<file path="config.mk">
export PLATFORM = sky130hd
export DESIGN_NAME = tcw_ctrl
export DESIGN_NICKNAME = d
export VERILOG_FILES = /design/src/tcw_pkg.sv /design/src/tcw_ctrl.sv
export SDC_FILE = /design/constraint.sdc
export NUM_CORES = 1
export LEC_CHECK = 0
export ABC_CLOCK_PERIOD_IN_PS = 1400
export BUFFER_PORTS_ARGS = -buffer_cell sky130_fd_sc_hd__buf_2
export CAP_MARGIN = 10
export CORE_AREA = 2 2 39 41
export CTS_BUF_LIST = sky130_fd_sc_hd__clkbuf_4
export CTS_CLUSTER_SIZE = 20
export DETAILED_ROUTE_END_ITERATION = 12
export DIE_AREA = 0 0 41 43
export PLACE_DENSITY_LB_ADDON = 0.08
export SYNTH_ARGS = -nofsm -noshare
export SYNTH_HDL_FRONTEND = slang
export SYNTH_SLANG_ARGS = --single-unit
export TNS_END_PERCENT = 50
</file>
<file path="constraint.sdc">
create_clock -name clk_i -period 1.4 [get_ports clk_i]
set_input_delay 0.21 -clock clk_i [delete_from_list [all_inputs] [get_ports clk_i]]
set_output_delay 0.21 -clock clk_i [all_outputs]
set_load 0.02 [all_outputs]
</file>
<file path="src/tcw_pkg.sv">
// Shared types and constants for the text console character writer.
package tcw_pkg;

  // Screen geometry defaults
  localparam int COLUMNS_DEF = 80;
  localparam int ROWS_DEF    = 25;

  // Field widths of the words on the ports
  localparam int CMD_W   = 2;
  localparam int CHAR_W  = 8;
  localparam int COLOR_W = 8;
  localparam int ADDR_W  = 11;
  localparam int CELL_W  = 16;

  // Command codes
  localparam logic [CMD_W-1:0] CMD_PUT   = 2'd0;
  localparam logic [CMD_W-1:0] CMD_READ  = 2'd1;
  localparam logic [CMD_W-1:0] CMD_CLEAR = 2'd2;

  // Control characters
  localparam logic [CHAR_W-1:0] CH_BS    = 8'd8;
  localparam logic [CHAR_W-1:0] CH_TAB   = 8'd9;
  localparam logic [CHAR_W-1:0] CH_NL    = 8'd10;
  localparam logic [CHAR_W-1:0] CH_CR    = 8'd13;
  localparam logic [CHAR_W-1:0] CH_SPACE = 8'h20;

  localparam logic [COLOR_W-1:0] TEXT_COLOR_RST = 8'h07;

  typedef struct packed {
    logic [CMD_W-1:0]  cmd;
    logic [CHAR_W-1:0] char_code;
    logic [ADDR_W-1:0] cell_addr;
  } in_word_t;

  typedef struct packed {
    logic [ADDR_W-1:0] cursor_pos;
    logic [CELL_W-1:0] read_data;
    logic              scrolled;
  } out_word_t;

  // Controller to datapath
  typedef struct packed {
    logic accept;    // input word taken this cycle
    logic sweep_en;  // run one step of the screen sweep
    logic init;      // sweep is the post-reset clear
    logic load_out;  // capture the result word
  } ctrl_cmd_t;

  // Datapath to controller
  typedef struct packed {
    logic sweep_start;  // the offered word needs a sweep (clear or scroll)
    logic sweep_done;   // last sweep step
  } dp_status_t;

endpackage

</file>
<file path="src/tcw_ctrl.sv">
// Controller state machine for the text console character writer.
module tcw_ctrl (
  input  logic                clk_i,
  input  logic                rst_ni,
  input  logic                in_valid_i,
  output logic                in_stall_o,
  output logic                out_valid_o,
  input  logic                out_stall_i,
  input  tcw_pkg::dp_status_t status_i,
  output tcw_pkg::ctrl_cmd_t  ctrl_o
);

  localparam logic [1:0] ST_INIT   = 2'd0;
  localparam logic [1:0] ST_IDLE   = 2'd1;
  localparam logic [1:0] ST_SWEEP  = 2'd2;
  localparam logic [1:0] ST_RESULT = 2'd3;

  logic [1:0] state_q, state_d;
  logic       out_valid_q, out_valid_d;
  logic       out_free;

  assign out_free = !out_valid_q || !out_stall_i;

  always_comb begin
    ctrl_o          = '0;
    ctrl_o.accept   = (state_q == ST_IDLE) && in_valid_i;
    ctrl_o.sweep_en = (state_q == ST_INIT) || (state_q == ST_SWEEP);
    ctrl_o.init     = (state_q == ST_INIT);
    ctrl_o.load_out = (state_q == ST_RESULT) && out_free;
  end

  always_comb begin
    state_d = state_q;
    unique case (state_q)
      ST_INIT: begin
        if (status_i.sweep_done) state_d = ST_IDLE;
      end
      ST_IDLE: begin
        if (in_valid_i) state_d = status_i.sweep_start ? ST_SWEEP : ST_RESULT;
      end
      ST_SWEEP: begin
        if (status_i.sweep_done) state_d = ST_RESULT;
      end
      ST_RESULT: begin
        if (out_free) state_d = ST_IDLE;
      end
      default: state_d = ST_INIT;
    endcase
  end

  // Hold the result word until taken
  always_comb begin
    if (ctrl_o.load_out) begin
      out_valid_d = 1'b1;
    end else if (out_valid_q && !out_stall_i) begin
      out_valid_d = 1'b0;
    end else begin
      out_valid_d = out_valid_q;
    end
  end

  always_ff @(posedge clk_i or negedge rst_ni) begin
    if (!rst_ni) begin
      state_q     <= ST_INIT;
      out_valid_q <= 1'b0;
    end else begin
      state_q     <= state_d;
      out_valid_q <= out_valid_d;
    end
  end

  assign in_stall_o  = (state_q != ST_IDLE);
  assign out_valid_o = out_valid_q;

endmodule

</file>
# [Yosys cells after proc, flatten, opt, wreduce, memory -nomap -nowiden]
# Index checks and enable logic that the tools add are counted.
[word_totals] regBits=3 inputBits=6 out_inout_bits=6 word_cells=28
[classes] n_eq_ne=8 n_mux=8 reduce_logical=10
[ops] operator="$mux 2" count=4
[ops] operator="$ne 2x2->1 const B" count=4
[ops] operator="$pmux 2 s4" count=1
[ops] operator="$eq 2x2->1 const B" count=2
[ops] operator="$reduce_and 4->1" count=1
[ops] operator="$logic_and 1x1->1" count=3
[ops] operator="$mux 1" count=3
[ops] operator="$eq 2x1->1 const B" count=1
[ops] operator="$logic_not 1->1" count=2
[ops] operator="$logic_not 2->1" count=1
[ops] operator="$logic_or 1x1->1" count=2
[ops] operator="$ne 2x1->1 const B" count=1
[ops] operator="$reduce_bool 2->1" count=1

# [Logic depth before layout (Yosys ltp)]
[depth] word_depth=4 mapped_depth=5 mapped_depth_nobuf=5

# [Worst setup path before layout]
# OpenSTA, ideal clock, no wires.
[synth_path] path_type="flip-flop to flip-flop" startpoint="register state_q[0]" endpoint="register state_q[0]" setup_ns=0.128 arrival_time_ns=1.331 path_slack_ns=-0.059 stages_incl_launch_ff=6 n_path_buf=0 synth_period_minus_slack_ns=1.459 path_cell_list="dfrtp_1 > inv_1 > ha_1 > nor2_4 > o221ai_2 > mux2_1"
[synth_lines] item="from (decl)" line_no="tcw_ctrl.sv:18" text="logic [1:0] state_q, state_d;"
[synth_lines] item="from (signal assigned)" line_no="tcw_ctrl.sv:67" text="state_q <= state_d;"

==> summary.txt <==
Pwr
  – Leak pwr: 0.197 nW
  – Power Dens Cells: 2730 nW/um2
  – Peak supply drop: 0.000724 V

Routing
  – Routed Antenna Nets: 0
  – WL/cell: 10.3 um
  – Wirelength, routed: 556 um
  – Vias: 203
  – Vias per inst: 3.76
  – Initial drt markers: 0
  – Drc violations: 0
  – DRT Pass-1 Iters: 1

Clock network
  – Clock sink total: 3
  – Clk pin slew, worst setup/hold paths: 0.04 ns
  – TritonCTS buffer count: 3
  – Clock Root Buffer: clkbuf_4
  – TritonCTS clock tree: built
  – Clock buffer depth: 2
  – Post-CTS Setup Inserts: 0
  – Clk_lat worst skew: 0.23 ns
  – H-tree levels: 1

Critical path
  – Crit Path Class: reg2out
  – Delay of the slowest cell on the worst path: 0.45 ns
  – R2R Setup Slk: -0.02 ns
  – Worst r2r dst: state_q[0]
  – Worst path depth: 5
  – Crit path required time: 1.19 ns
  – Cell count of the worst reg-to-reg path: 5
  – Startpoint Class: flop
  – CP Capture Type: output pin
  – Largest delay share family, worst path: flip-flops
  – Critical Path, Cell by Cell: inv_4 -> ha_4 -> nor2_4 -> inv_2 -> buf_6
  – Crit-path slowest cell: dfrtp_2
  – Worst path bufs/invs: 3
  – Critical R2R Launch: state_q[1]
  – Crit-path max FO: 4
  – CP arrival: 1.21 ns

STA
  – Final min period: 1.42 ns
  – RSZ-0062 raised after global routing: true
  – Rel. slew slack: 85.8%
  – Fmax: 703 MHz
  – Tightest Pin Transition: 0.213 ns
  – Pins Over Slew Limit: 0
  – Final setup fails: 2
  – TNS Setup: -0.0413 ns
  – Slack of the critical path: -0.0224 ns
  – Tcrit/Tclk final: 102%
  – Clock Skews: 0.000735 ns
  – Count of final hold-check violations: 0

Die
  – Die Y: 43 um
  – Die Wd: 41 um
  – Row count: 14
  – Core area: 1380 um2
  – Initial core utilization: 16.9%
  – Die ar.: 1760 um2
  – I/O pins: 12

Global routing
  – Vias in the first global route: 221
  – GR Util All Layers: 8.14%
  – First-pass GRT wire length: 848 um
  – GR Overflow Total: 0
  – Pin count of the biggest net entering global routing: 5
  – Initial antenna violation count: 0

Yosys
  – Area leader, netlist: dfrtp_1
  – Post-Synth XOR/XNOR Area: 0%
  – Largest cells by area after synthesis: dfrtp_1 32%, ha_1 21%, mux2_1 9.6%
  – Main combinational cell family by area after synthesis: adder cells
  – Mean area per synthesized cell: 10.6 um2
  – Synth Area in Compound Gates: 16.0%
  – Synth cell types: 13
  – Yosys warns: 0
  – Mapped Cells: 22
  – Simple-gate share of the synthesized area: 9.63%
  – Syn Std Cell Area: 234 um2
  – Synthesized Nets: 32
  – Register area share after synthesis: 32.1%
  – Post-synth top area share: 32.1%
  – Multiplexer area fraction after synthesis: 9.63%
  – Synth Area in Adders: 21.4%
  – #FFs+latches synth: 3

Finish
  – Most common cell after layout, fill and taps aside: buf_2
  – Area grow syn2layout: 86.1%
  – Most frequent cells in the layout: 7 x buf_2, 4 x ha_4, 4 x clkbuf_4, 4 x buf_6
  – # nets final: 49
  – Final non-filler cell total: 54
  – Layout cells sized above 1: 76.3%
  – Layout fillers: 151
  – N_diodes: 0

Outcome
  – Failing checks: negative setup slack
  – Run status: finished with violations

Hold path
  – WHS Endpoint: out_valid_o
  – Worst Hold Launch: out_stall_i
  – Hold Path Stages: 2
  – Hold/Removal Path Class: in2reg

Placement
  – IO Port Bufs: 11
  – GP Congestion: 0.622
  – Placed cells: 49

Flow run
  – MaxCap Viol Count: 0
[Yosys cell counts]
master / number
ha_1: 4
inv_1: 4
dfrtp_1: 3
mux2_1: 2
a21boi_0: 1
a21o_1: 1
and2_1: 1
buf_4: 1
inv_2: 1
nand3_1: 1
nor2_4: 1
o211ai_1: 1
o221ai_2: 1
[sequential cells by signal, indices dropped and copies added (netlist names)]
name	count
out_valid_o	1
state_q	2
[cell type report]
cell class | instances | area (um2) | area share (%)
inverters | 5 | 23.8 | 5.46
flip-flops and latches | 3 | 77.6 | 17.8
clock buffers | 4 | 30.0 | 6.90
multi-input cells | 13 | 186 | 42.8
well taps | 16 | 20.0 | 4.60
repair buffers | 13 | 97.6 | 22.4
[worst max path at each step]
stage / startpoint / end / slack [ns]
final: state_q[0] / ctrl_o[2] / -0.02
after global routing: state_q[0] / ctrl_o[2] / -0.08
after CTS: state_q[1] / state_q[0] / -0.03
after detailed placement: state_q[1] / state_q[1] / -0.04
after global placement: state_q[1] / state_q[0] / -0.01
after floorplan: state_q[0] / state_q[0] / 0.01
[cell families (layout without fill, tap and decap cells)]
family / Yosys count / in the layout
buffers and inverters: 6 / 22
DFF: 3 / 3
muxes: 2 / 2
adders and majority gates: 4 / 4
and+or+nand+nor: 3 / 3
AOI/OAI and AO/OA: 4 / 4
[what timing repair did]
action                     CTS  global route
pin swaps                    0             1
hold endpoints to repair     3             0
setup endpoints to repair    6             6
resized for setup           13            11
hold buffers                 1             0
[layer usage]
layer	up-vias	part of all wire, %	track usage, %
met4	0	0	10.0
li1	102	-	-
met5	-	0	0
met1	93	40	7.42
met3	0	6.1	3.14
met2	8	54	11.6
[stage by stage]
stage	hold WS, ns	area [um2]	util (%)	worst slack [ns]	total power [mW]
final	0.214	435	31.5	-0.0224	1.19
after global routing	0.230	435	31.5	-0.0787	1.29
after CTS	0.205	403	29.1	-0.0346	1.10
after detailed placement	0.00912	312	22.5	-0.0392	0.754
after global placement	0.00827	312	22.5	-0.0143	0.744
after floorplan	-0.0856	236	-	0.0104	0.597
[power by group]
group          internal [mW]  switching, mW
Combinational          0.414          0.372
Sequential             0.141         0.0905
Clock                  0.126         0.0460
No activity file was read; power rests on OpenSTA's default activity.
